<file path="src/hdl/midpoint_line_rasterizer_macros.svh">
// Assertion helpers used by the rasterizer top level.
`ifndef MIDPOINT_LINE_RASTERIZER_MACROS_SVH
`define MIDPOINT_LINE_RASTERIZER_MACROS_SVH

// Check that cons holds in the same cycle as ante.
`define MLR_ASSERT_SAME(lbl, ante, cons) \
  lbl: assert property (@(posedge clk_i) disable iff (!rst_ni) (ante) |-> (cons)) \
    else $error("rasterizer assertion failed");

// Check that cons holds in the cycle after ante.
`define MLR_ASSERT_NEXT(lbl, ante, cons) \
  lbl: assert property (@(posedge clk_i) disable iff (!rst_ni) (ante) |=> (cons)) \
    else $error("rasterizer assertion failed");

`endif

</file>
<file path="src/hdl/mlr_pkg.sv">
package mlr_pkg;

  // Coordinate width and derived widths
  localparam int COORD_BITS = 12;
  localparam int SPAN_BITS  = COORD_BITS + 1;
  // Decision term stays within a few multiples of 2*span
  localparam int ERR_BITS   = COORD_BITS + 5;
  localparam int COLOR_BITS = 32;

  typedef logic [COORD_BITS-1:0] coord_t;
  typedef logic [SPAN_BITS-1:0]  span_t;
  typedef logic [COLOR_BITS-1:0] color_t;

  typedef enum logic {
    OP_LOAD    = 1'b0,
    OP_ADVANCE = 1'b1
  } opcode_e;

  // One input item as held in the input register
  typedef struct packed {
    opcode_e op;
    coord_t  x_start;
    coord_t  y_start;
    coord_t  x_end;
    coord_t  y_end;
    color_t  color;
  } cmd_t;

  // One pixel produced by the stepper
  typedef struct packed {
    logic   valid;
    coord_t x;
    coord_t y;
    color_t color;
    logic   last;
  } pix_t;

endpackage

</file>
<file path="src/hdl/mlr_stepper.sv">
module mlr_stepper (
  input  logic          clk_i,
  input  logic          rst_ni,
  input  logic          step_en_i,
  input  mlr_pkg::cmd_t cmd_i,
  output mlr_pkg::pix_t pix_o,
  output logic          busy_o
);

  localparam int CB = mlr_pkg::COORD_BITS;
  localparam int SB = mlr_pkg::SPAN_BITS;
  localparam int EB = mlr_pkg::ERR_BITS;

  mlr_pkg::coord_t cur_x_q, cur_x_d, cur_y_q, cur_y_d;
  mlr_pkg::coord_t goal_x_q, goal_x_d, goal_y_q, goal_y_d;
  mlr_pkg::span_t  span_x_q, span_x_d, span_y_q, span_y_d;
  logic            vert_q, vert_d, steep_q, steep_d, fall_q, fall_d;
  logic            busy_q, busy_d;
  mlr_pkg::color_t color_q, color_d;
  logic signed [EB-1:0] err_q, err_d;

  // Load: order the endpoints, pick octant rule, seed the decision term
  mlr_pkg::coord_t lx0, ly0, lx1, ly1;
  logic            ld_vert, ld_swap, ld_fall, ld_steep;
  mlr_pkg::span_t  ld_dx, ld_dy;
  logic signed [EB-1:0] ld_dx_e, ld_dy_e, ld_err;

  always_comb begin
    ld_vert  = (cmd_i.x_start == cmd_i.x_end);
    ld_swap  = (cmd_i.x_start > cmd_i.x_end);
    lx0      = ld_swap ? cmd_i.x_end   : cmd_i.x_start;
    ly0      = ld_swap ? cmd_i.y_end   : cmd_i.y_start;
    lx1      = ld_swap ? cmd_i.x_start : cmd_i.x_end;
    ly1      = ld_swap ? cmd_i.y_start : cmd_i.y_end;
    ld_fall  = (ly1 < ly0);
    ld_dx    = SB'(lx1) - SB'(lx0);
    ld_dy    = ld_fall ? (SB'(ly0) - SB'(ly1)) : (SB'(ly1) - SB'(ly0));
    ld_steep = (ld_dy > ld_dx);
    ld_dx_e  = $signed(EB'(ld_dx));
    ld_dy_e  = $signed(EB'(ld_dy));
    unique case ({ld_steep, ld_fall})
      2'b00:   ld_err = ld_dx_e - (ld_dy_e <<< 1);
      2'b01:   ld_err = (ld_dy_e <<< 1) - ld_dx_e;
      2'b10:   ld_err = (ld_dx_e <<< 1) - ld_dy_e;
      default: ld_err = ld_dy_e - (ld_dx_e <<< 1);
    endcase
  end

  // Advance: one midpoint decision and an incremental update of the term
  logic                 nonneg, sx, sy_up, sy_dn;
  logic signed [EB-1:0] dx2, dy2, err_adv;
  mlr_pkg::coord_t      nx, ny;

  always_comb begin
    nonneg = ~err_q[EB-1];
    if (!steep_q) begin
      sx    = 1'b1;
      sy_up = ~fall_q & ~nonneg;
      sy_dn = fall_q & nonneg;
    end else begin
      sx    = fall_q ? ~nonneg : nonneg;
      sy_up = ~fall_q;
      sy_dn = fall_q;
    end
    dx2     = $signed(EB'({span_x_q, 1'b0}));
    dy2     = $signed(EB'({span_y_q, 1'b0}));
    err_adv = err_q;
    if (sy_up) err_adv = err_adv + dx2;
    if (sy_dn) err_adv = err_adv - dx2;
    // 2*s term: s is negative when falling
    if (sx)    err_adv = fall_q ? (err_adv + dy2) : (err_adv - dy2);
    if (vert_q) begin
      nx = cur_x_q;
      ny = cur_y_q + CB'(1);
    end else begin
      nx = cur_x_q + CB'(sx);
      ny = sy_up ? (cur_y_q + CB'(1)) : (sy_dn ? (cur_y_q - CB'(1)) : cur_y_q);
    end
  end

  // Next state and pixel
  always_comb begin
    cur_x_d  = cur_x_q;
    cur_y_d  = cur_y_q;
    goal_x_d = goal_x_q;
    goal_y_d = goal_y_q;
    span_x_d = span_x_q;
    span_y_d = span_y_q;
    vert_d   = vert_q;
    steep_d  = steep_q;
    fall_d   = fall_q;
    busy_d   = busy_q;
    color_d  = color_q;
    err_d    = err_q;
    pix_o.valid = 1'b0;
    pix_o.x     = nx;
    pix_o.y     = ny;
    pix_o.color = color_q;
    pix_o.last  = (nx == goal_x_q) && (ny == goal_y_q);
    if (step_en_i) begin
      if (cmd_i.op == mlr_pkg::OP_LOAD) begin
        color_d = cmd_i.color;
        busy_d  = 1'b1;
        vert_d  = ld_vert;
        if (ld_vert) begin
          steep_d  = 1'b0;
          fall_d   = 1'b0;
          cur_x_d  = cmd_i.x_start;
          goal_x_d = cmd_i.x_start;
          cur_y_d  = (ld_fall ? ly1 : ly0) - CB'(1);
          goal_y_d = ld_fall ? ly0 : ly1;
          span_x_d = '0;
          span_y_d = ld_dy;
          err_d    = '0;
        end else begin
          steep_d  = ld_steep;
          fall_d   = ld_fall;
          cur_x_d  = lx0;
          cur_y_d  = ly0;
          goal_x_d = lx1;
          goal_y_d = ly1;
          span_x_d = ld_dx;
          span_y_d = ld_dy;
          err_d    = ld_err;
        end
      end else if (busy_q) begin
        pix_o.valid = 1'b1;
        cur_x_d     = nx;
        cur_y_d     = ny;
        err_d       = err_adv;
        busy_d      = ~pix_o.last;
      end
    end
  end

  // Hold line state
  always_ff @(posedge clk_i or negedge rst_ni) begin
    if (!rst_ni) begin
      cur_x_q  <= '0;
      cur_y_q  <= '0;
      goal_x_q <= '0;
      goal_y_q <= '0;
      span_x_q <= '0;
      span_y_q <= '0;
      vert_q   <= 1'b0;
      steep_q  <= 1'b0;
      fall_q   <= 1'b0;
      busy_q   <= 1'b0;
      color_q  <= '0;
      err_q    <= '0;
    end else begin
      cur_x_q  <= cur_x_d;
      cur_y_q  <= cur_y_d;
      goal_x_q <= goal_x_d;
      goal_y_q <= goal_y_d;
      span_x_q <= span_x_d;
      span_y_q <= span_y_d;
      vert_q   <= vert_d;
      steep_q  <= steep_d;
      fall_q   <= fall_d;
      busy_q   <= busy_d;
      color_q  <= color_d;
      err_q    <= err_d;
    end
  end

  assign busy_o = busy_q;

endmodule

</file>
<file path="src/hdl/midpoint_line_rasterizer.sv">
// Path: an accepted advance item is held in the input register, and the pixel item
//   it plots then in the result register, which drives the output.
// Throughput: one item and one stepper decision per clock unless output stalls.
// Reset (rst_ni low, asynchronous): line state cleared to zero, stepper idle,
//   both channels empty.
module midpoint_line_rasterizer (
  input  logic                             clk_i,
  input  logic                             rst_ni,
  input  logic                             in_valid_i,
  output logic                             in_ready_o,
  input  logic                             opcode_i,
  input  logic [mlr_pkg::COORD_BITS-1:0]   x_start_i,
  input  logic [mlr_pkg::COORD_BITS-1:0]   y_start_i,
  input  logic [mlr_pkg::COORD_BITS-1:0]   x_end_i,
  input  logic [mlr_pkg::COORD_BITS-1:0]   y_end_i,
  input  logic [mlr_pkg::COLOR_BITS-1:0]   line_color_i,
  output logic                             out_valid_o,
  input  logic                             out_ready_i,
  output logic [mlr_pkg::COORD_BITS-1:0]   pixel_x_o,
  output logic [mlr_pkg::COORD_BITS-1:0]   pixel_y_o,
  output logic [mlr_pkg::COLOR_BITS-1:0]   pixel_color_o,
  output logic                             last_o
);

  logic          in_valid_q, in_valid_d;
  mlr_pkg::cmd_t cmd_q, cmd_d;
  logic          out_valid_q, out_valid_d;
  mlr_pkg::pix_t pix_q, pix_d;
  mlr_pkg::pix_t step_pix;
  logic          step_en, in_fire, busy;

  // Process the held item when the result register is free or draining
  assign step_en    = in_valid_q && (!out_valid_q || out_ready_i);
  assign in_ready_o = !in_valid_q || step_en;
  assign in_fire    = in_valid_i && in_ready_o;

  mlr_stepper u_stepper (
    .clk_i     (clk_i),
    .rst_ni    (rst_ni),
    .step_en_i (step_en),
    .cmd_i     (cmd_q),
    .pix_o     (step_pix),
    .busy_o    (busy)
  );

  // Capture the next item; load a result or drop the one taken
  always_comb begin
    in_valid_d = in_fire || (in_valid_q && !step_en);
    cmd_d      = cmd_q;
    if (in_fire) begin
      cmd_d.op      = mlr_pkg::opcode_e'(opcode_i);
      cmd_d.x_start = x_start_i;
      cmd_d.y_start = y_start_i;
      cmd_d.x_end   = x_end_i;
      cmd_d.y_end   = y_end_i;
      cmd_d.color   = line_color_i;
    end
    pix_d       = pix_q;
    out_valid_d = out_valid_q;
    if (step_pix.valid) begin
      pix_d       = step_pix;
      out_valid_d = 1'b1;
    end else if (out_ready_i) begin
      out_valid_d = 1'b0;
    end
  end

  always_ff @(posedge clk_i or negedge rst_ni) begin
    if (!rst_ni) begin
      in_valid_q  <= 1'b0;
      out_valid_q <= 1'b0;
    end else begin
      in_valid_q  <= in_valid_d;
      out_valid_q <= out_valid_d;
    end
  end

  always_ff @(posedge clk_i) begin
    cmd_q <= cmd_d;
    pix_q <= pix_d;
  end

  assign out_valid_o   = out_valid_q;
  assign pixel_x_o     = pix_q.x;
  assign pixel_y_o     = pix_q.y;
  assign pixel_color_o = pix_q.color;
  assign last_o        = pix_q.last;

`include "midpoint_line_rasterizer_macros.svh"

  `MLR_ASSERT_SAME(a_result_from_advance, $rose(out_valid_q),
    $past(in_valid_q) && ($past(cmd_q.op) == mlr_pkg::OP_ADVANCE))
  `MLR_ASSERT_NEXT(a_idle_after_last, step_pix.valid && step_pix.last, !busy)
  `MLR_ASSERT_NEXT(a_hold_on_stall, in_valid_q && out_valid_q && !out_ready_i,
    in_valid_q && $stable(cmd_q))
  `MLR_ASSERT_SAME(a_pixel_needs_busy, step_pix.valid, busy && step_en)

endmodule

</file>
<file path="config.mk">
export PLATFORM = sky130hd
export DESIGN_NAME = midpoint_line_rasterizer
export DESIGN_NICKNAME = d
export VERILOG_FILES = /design/src/hdl/mlr_pkg.sv /design/src/hdl/mlr_stepper.sv /design/src/hdl/midpoint_line_rasterizer.sv
export VERILOG_INCLUDE_DIRS = /design/src /design/src/hdl
export SDC_FILE = /design/constraint.sdc
export NUM_CORES = 1
export LEC_CHECK = 0
export ABC_AREA = 1
export BUFFER_PORTS_ARGS = -buffer_cell sky130_fd_sc_hd__clkbuf_2
export CORE_MARGIN = 2
export CORE_UTILIZATION = 45
export CTS_CLUSTER_SIZE = 20
export DETAILED_ROUTE_END_ITERATION = 7
export SLEW_MARGIN = 25
export SYNTH_ARGS = -nofsm -noshare
export SYNTH_HDL_FRONTEND = slang
export SYNTH_SLANG_ARGS = --single-unit
</file>
<file path="constraint.sdc">
create_clock -name clk_i -period 11.6 [get_ports clk_i]
set_input_delay 2.32 -clock clk_i [delete_from_list [all_inputs] [get_ports clk_i]]
set_output_delay 2.32 -clock clk_i [all_outputs]
set_load 0.02 [all_outputs]
</file>
== After elaboration in Yosys (flattened, before gate mapping) ==
Index checks and enable logic that the tools add are counted.

* Add/subtract/negate cells: 15
* Reductions and logical operators: 14
* Bitwise logic cells: 6
* $lt $le $gt $ge: 3
* Equal/unequal tests: 6
* Multiplexer cells: 41

{| class="wikitable"
|+ Operators with widths
! kind !! number
|-
| 12-bit 2-to-1 mux || 18
|-
| 17-bit 2-to-1 mux || 7
|-
| 17-bit one-hot mux with 3 select lines || 1
|-
| 12-bit by 12-bit subtractor with 13-bit output || 3
|-
| 12-bit == test || 3
|-
| 17-bit by 15-bit adder with 17-bit output || 2
|-
| 17-bit by 15-bit subtractor with 17-bit output || 2
|-
| 13-bit by 14-bit subtractor with 15-bit output || 2
|-
| 14-bit by 13-bit subtractor with 15-bit output || 2
|-
| 13-bit 2-to-1 mux || 2
|-
| 12-bit by 1-bit subtractor with 12-bit output (second input constant) || 2
|-
| 13-bit > comparator || 1
|-
| 1-bit 2-to-1 mux || 13
|-
| 12-bit by 1-bit adder with 12-bit output || 1
|-
| 12-bit by 1-bit adder with 12-bit output (second input constant) || 1
|-
| 12-bit > comparator || 1
|-
| 12-bit less-than comparator || 1
|-
| 1-bit logical AND || 4
|-
| 1-bit NOT || 4
|-
| 2-bit AND reduction || 2
|-
| 1-bit logical NOT || 3
|-
| 1-bit logical OR || 3
|-
| 1-bit bitwise AND || 2
|-
| 2-bit by 1-bit == test with 1-bit output (second input constant) || 1
|-
| 4 further kinds || 4
|}

* Output and inout port bits: 59
* Register bits after elaboration: 267
* Input bits: 85
* Logic and storage cells: 109

== Longest topological paths before layout ==
* Depth after elaboration: 11
* Mapped depth: 43

== Modules after synthesis ==
From an unflattened synthesis, not the netlist that was laid out.

* Cell total of the unflattened synthesis: 2442
* Area, all modules: 18943.2 sq um

{| class="wikitable"
|+ Modules (own cells, without submodules)
! module !! times used !! area an instance (sq um) !! cells an instance
|-
| mlr_stepper || 1 || 14704.1 || 2294
|-
| midpoint_line_rasterizer || 1 || 4239.1 || 148
|}

== Least setup slack after synthesis ==
OpenSTA, ideal clock, no wires.

* Path type: flip-flop to flip-flop
* From: reg u_stepper.fall_q
* To: reg u_stepper.err_q[16]
* Data required time: 11.522 ns
* Slack: 5.948 ns
* Setup time: 0.078 ns
* Cell stages (with the launch flop): 37
* Period minus slack after synthesis: 5.652 ns
* Buffers on the path: 3
* Arrival time: 5.575 ns
* Cells stage by stage: dfrtp_1 clkbuf_1 clkinv_1 ha_1 nand2_1 nand2_1 clkbuf_1 inv_1 clkbuf_1 o21ai_0 ha_1 fa_1 nand3b_1 and2_1 o21ai_0 a21o_1 a21oi_1 o21ai_0 nand2_1 nand2_1 a21oi_1 o21ai_0 nand2_1 nand3b_1 xnor2_1 inv_1 ha_1 nand2_1 nor2_1 a2111oi_0 nand2_1 nand2_1 nor3b_1 nor2_1 nor2_1 a21oi_1 a21boi_1

* Cells in the longest elaborated chain, start to end: 11

{| class="wikitable"
|+ Ends and longest elaborated chain
! item !! line !! RTL
|-
| start: declaration || mlr_stepper.sv:17 || <nowiki>logic vert_q, vert_d, steep_q, steep_d, fall_q, fall_d;</nowiki>
|-
| start signal: assignment || mlr_stepper.sv:160 || <nowiki>fall_q <= fall_d;</nowiki>
|-
| 1-bit NOT || mlr_stepper.sv:58, mlr_stepper.sv:62 ||
|-
| 1-bit bitwise AND || mlr_stepper.sv:58 || <nowiki>sy_up = ~fall_q & ~nonneg;</nowiki>
|-
| 1-bit 2-to-1 mux || mlr_stepper.sv:56 || <nowiki>if (!steep_q) begin</nowiki>
|-
| 17-bit 2-to-1 mux || mlr_stepper.sv:68 || <nowiki>if (sy_up) err_adv = err_adv + dx2;</nowiki>
|-
| 17-bit by 15-bit subtractor with 17-bit output || mlr_stepper.sv:69 || <nowiki>if (sy_dn) err_adv = err_adv - dx2;</nowiki>
|-
| 17-bit 2-to-1 mux || mlr_stepper.sv:69 ||
|-
| 17-bit by 15-bit subtractor with 17-bit output / 17-bit by 15-bit adder with 17-bit output (equally long branches) || mlr_stepper.sv:71 || <nowiki>if (sx) err_adv = fall_q ? (err_adv + dy2) : (err_adv - dy2);</nowiki>
|-
| 17-bit 2-to-1 mux || mlr_stepper.sv:71 ||
|-
| 17-bit 2-to-1 mux * || mlr_stepper.sv:71 ||
|-
| 17-bit 2-to-1 mux * || mlr_stepper.sv:126 || <nowiki>end else if (busy_q) begin</nowiki>
|-
| 17-bit 2-to-1 mux * || mlr_stepper.sv:101 || <nowiki>if (cmd_i.op == mlr_pkg::OP_LOAD) begin</nowiki>
|-
| end signal: assignment || mlr_stepper.sv:163 || <nowiki>err_q <= err_d;</nowiki>
|-
| end: declaration || mlr_stepper.sv:20 || <nowiki>logic signed [EB-1:0] err_q, err_d;</nowiki>
|}

Mark *: on every way between the ends. The rest lies on a longest branch, timed or not. The select of a mux whose other input is x is not followed.
A chain may end at the register's enable or synchronous reset.

== Final worst setup path ==
* From: reg cmd_q[68] (netlist name)
* To: reg u_stepper.err_q[16]

* Cells in the longest elaborated chain, start to end: 9

{| class="wikitable"
|+ Ends and longest elaborated chain
! item !! line !! RTL
|-
| start: declaration || midpoint_line_rasterizer.sv:26 || <nowiki>mlr_pkg::cmd_t cmd_q, cmd_d;</nowiki>
|-
| start signal: assignment || midpoint_line_rasterizer.sv:79 || <nowiki>cmd_q <= cmd_d;</nowiki>
|-
| 12-bit > comparator * || mlr_stepper.sv:30 || <nowiki>ld_swap = (cmd_i.x_start > cmd_i.x_end);</nowiki>
|-
| 12-bit 2-to-1 mux (on tied branches) || mlr_stepper.sv:34, mlr_stepper.sv:32 ||
|-
| 12-bit by 12-bit subtractor with 13-bit output / 12-bit less-than comparator (equally long branches) || mlr_stepper.sv:37, mlr_stepper.sv:35 ||
|-
| 13-bit 2-to-1 mux * || mlr_stepper.sv:37 || <nowiki>ld_dy = ld_fall ? (SB'(ly0) - SB'(ly1)) : (SB'(ly1) - SB'(ly0));</nowiki>
|-
| net u_stepper.ld_dy[10] || mlr_stepper.sv:25 || <nowiki>mlr_pkg::span_t ld_dx, ld_dy;</nowiki>
|-
| 13-bit > comparator || mlr_stepper.sv:38 || <nowiki>ld_steep = (ld_dy > ld_dx);</nowiki>
|-
| 2-bit == test, or another cell as far along || mlr_stepper.sv:41 || <nowiki>unique case ({ld_steep, ld_fall})</nowiki>
|-
| 17-bit one-hot mux with 3 select lines * || mlr_stepper.sv:41 ||
|-
| 17-bit 2-to-1 mux * || mlr_stepper.sv:105 || <nowiki>if (ld_vert) begin</nowiki>
|-
| 17-bit 2-to-1 mux * || mlr_stepper.sv:101 ||
|}

The timed path passes the listed nets; every way through them passes the cells marked *.

==> metrics.csv <==
metric;value;unit
port_buffers;143;
synthFlopType;edfxtp_1;
dr.pass1.iters;6;
die-width;210;um
htreeDepth;1;
holdPathEnd;pixel_color_o[16];
combPwrFrac;65.9;%
slowest_stage;inv_1;
p_int;3310;uW
synth.top_cell.area_share;21.7;%
area_growth;11.4;%
rsz0062_at_grt;false;
gp_congestion;0.996;
hold_depth;0;
cts_root_buffer;clkbuf_16;
crit_type;reg2reg;
vias_per_cell;5.50;
regArea;7350;um^2
cts.sinks;266;
period_share;72.1;%
antenna_found_initial;0;
preCtsSetupSlack;3.41;ns
layout.cells.non_filler;3139;
p_per_area;322;nW/um^2
synth_fp_nets;2679;
clock_latency;0.60;ns
setup_slack;3.24;ns
die_area;44100;um^2
pwr-share-clk;14.2;%
reg2reg_from;cmd_q[68];
clk_pin_slew_worst_paths;0.06;ns
fin_setup_tns;0;ns
hold_slack;0.442;ns
num_rows;75;
dp_cells;3083;
drive_gt1_share;11.3;%
ant_nets;0;
avgSynthCellArea;7.74;um^2
ys_seq_area_share;38.5;%
start_util;45.5;%
clock_path_buffers;3;
finalHoldViolCount;0;
num_antenna_cells;0;
hold_buffers;0;
fmax;120;MHz
ys_async_sr_fraction;48.1;%
switching_share;51.7;%
netlist_area;19100;um^2
maxSlewViolCount;0;
synth_edf_count;138;
drc;0;
routedWlPerCell;20.2;um
cp.depth;35;
cts_buffers;30;
path_max_fanout;87;
layout_commonest_cell;nand2_1;
slowest_delay;0.78;ns
min_path_type;reg2reg;
cp_data_required_time;12.12;ns
crit_arrival;8.88;ns
yosys.area.top_type;edfxtp_1;
path_common_cell;nand2_1;
finalSetupViolCount;0;
p_leak;0.0102;uW
grt_util_all_layers;28.6;%
io_pins;144;
ys_warn_count;0;
crit_family;simple AND/OR/NAND/NOR gates;
die_y;210;um
switchingPower;3540;uW
ys_seq_elements;266;
cts_setup_buffers;0;
worstSetupEndpointType;register;
fill_cells;4032;
cts_tree;yes;
busiest_layer;met2;
ys_types;63;
multiInputGateArea;10100;um^2
seq_power_share;19.9;%
status;complete, no violations;
start_kind;register;
wl;63400;um
grt_first_pass_wirelength;96200;um
first_global_vias;16900;
grt_max_degree;88;
drt_iter0_drc;1290;
gr-usage-met1;36.6;%
hold_path_startpoint;u_stepper.color_q[16];
clock_skew;0.0216;ns
worstPathBufferInverterCount;8;
grt_use_met2;47.6;%
layout_common_cells;nand2_1, inv_1, o21ai_0, a21oi_1, clkbuf_2;
synth_cells;2466;
ir_drop;0.000148;V
relSlewSlack;34.5;%
dpl.hpwl;49100;um
dr_total_vias;17300;
maxCapViolations;0;
r2r_slack;3.24;ns
r2r_end;u_stepper.err_q[16];
tightest_slew;0.983;ns
min_period;8.36;ns
gr-total-overflow;0;
post_cts_resize_count;0;
ys_top_cells_by_area;edfxtp_1, dfrtp_1, nand2_1, ha_1, inv_1;
coreArea;41900;um^2
grt_use_met3;2.86;%
rr_worst_depth;35;
nNetsFinal;2789;
stage by stage:
step,power (uW),instance area [um^2],utilization [%]
2_1_floorplan,4560,19100,-
3_3_place_gp,5750,20300,48.3
3_5_place_dp,5790,20300,48.3
4_1_cts,6790,21300,50.7
5_1_grt,7420,21300,50.7
6_report,6850,21300,50.7
how the worst max path moves through the flow:
stage                     startpoint                   to  slack (ns)
finish                     cmd_q[68]  u_stepper.err_q[16]        3.24
global route               cmd_q[68]  u_stepper.err_q[14]        2.41
CTS                        cmd_q[68]  u_stepper.err_q[16]        3.40
detailed placement         cmd_q[68]  u_stepper.err_q[16]        3.41
global placement           cmd_q[68]  u_stepper.err_q[14]        3.73
floorplan           u_stepper.fall_q  u_stepper.err_q[16]        5.95
final cells by class:
type	instances	area share [%]
Clock buffer	37	3.70
Clock inverter	19	1.02
Inverter	334	5.90
Multi-Input combinational cell	1785	47.7
Sequential cell	266	34.5
Tap cell	539	3.17
Timing Repair Buffer	159	3.96
sequential cells by signal, summed over array words and instances (netlist names), 13 cells and up:
name                cells
u_stepper.span_y_q     13
u_stepper.err_q        16
pixel_color_o          32
u_stepper.color_q      32
u_stepper.span_x_q     13
cmd_q                  81
cells in the mapped netlist (7+ instances only):
cell type	number
o21ai_1	22
o21ai_2	15
nand2_1	607
a21oi_1	160
dfrtp_1	128
clkbuf_1	62
o211ai_1	22
or2_2	21
o21bai_1	10
a31oi_1	19
nor3_1	22
o21ai_0	216
o22ai_1	41
nand3_1	104
nor2_1	139
edfxtp_1	138
o21a_1	9
nand2_2	15
inv_1	322
a21o_1	10
nand4_1	15
nor4_1	7
ha_1	122
xor2_1	101
a21boi_1	9
xnor2_1	19
buf_2	8
inv_2	9
power by group through the flow:
stage                     clock network, uW  registers (uW)  logic [uW]
final                                   974            1360        4520
after global routing                   1030            1390        5010
after CTS                               991            1360        4440
after detailed placement                  0            1380        4410
after global placement                    0            1370        4380
after floorplan                           0            1370        3190
logic make-up after synthesis:
family	count (synthesis)	synth area share, %
simple gates	958	21.3
mux	1	0.0525
compound gates	578	17.5
flops	266	38.5
xor+xnor	120	5.51
fa+ha+maj	128	8.63
buf+inv	415	8.47
per-layer routing:
layer	vias up	wire length (um)
met2	523	29500
met1	8132	27100
li1	8443	-
met3	166	2910
met4	0	3910
met5	-	0
(Power assumes the default switching activity.)
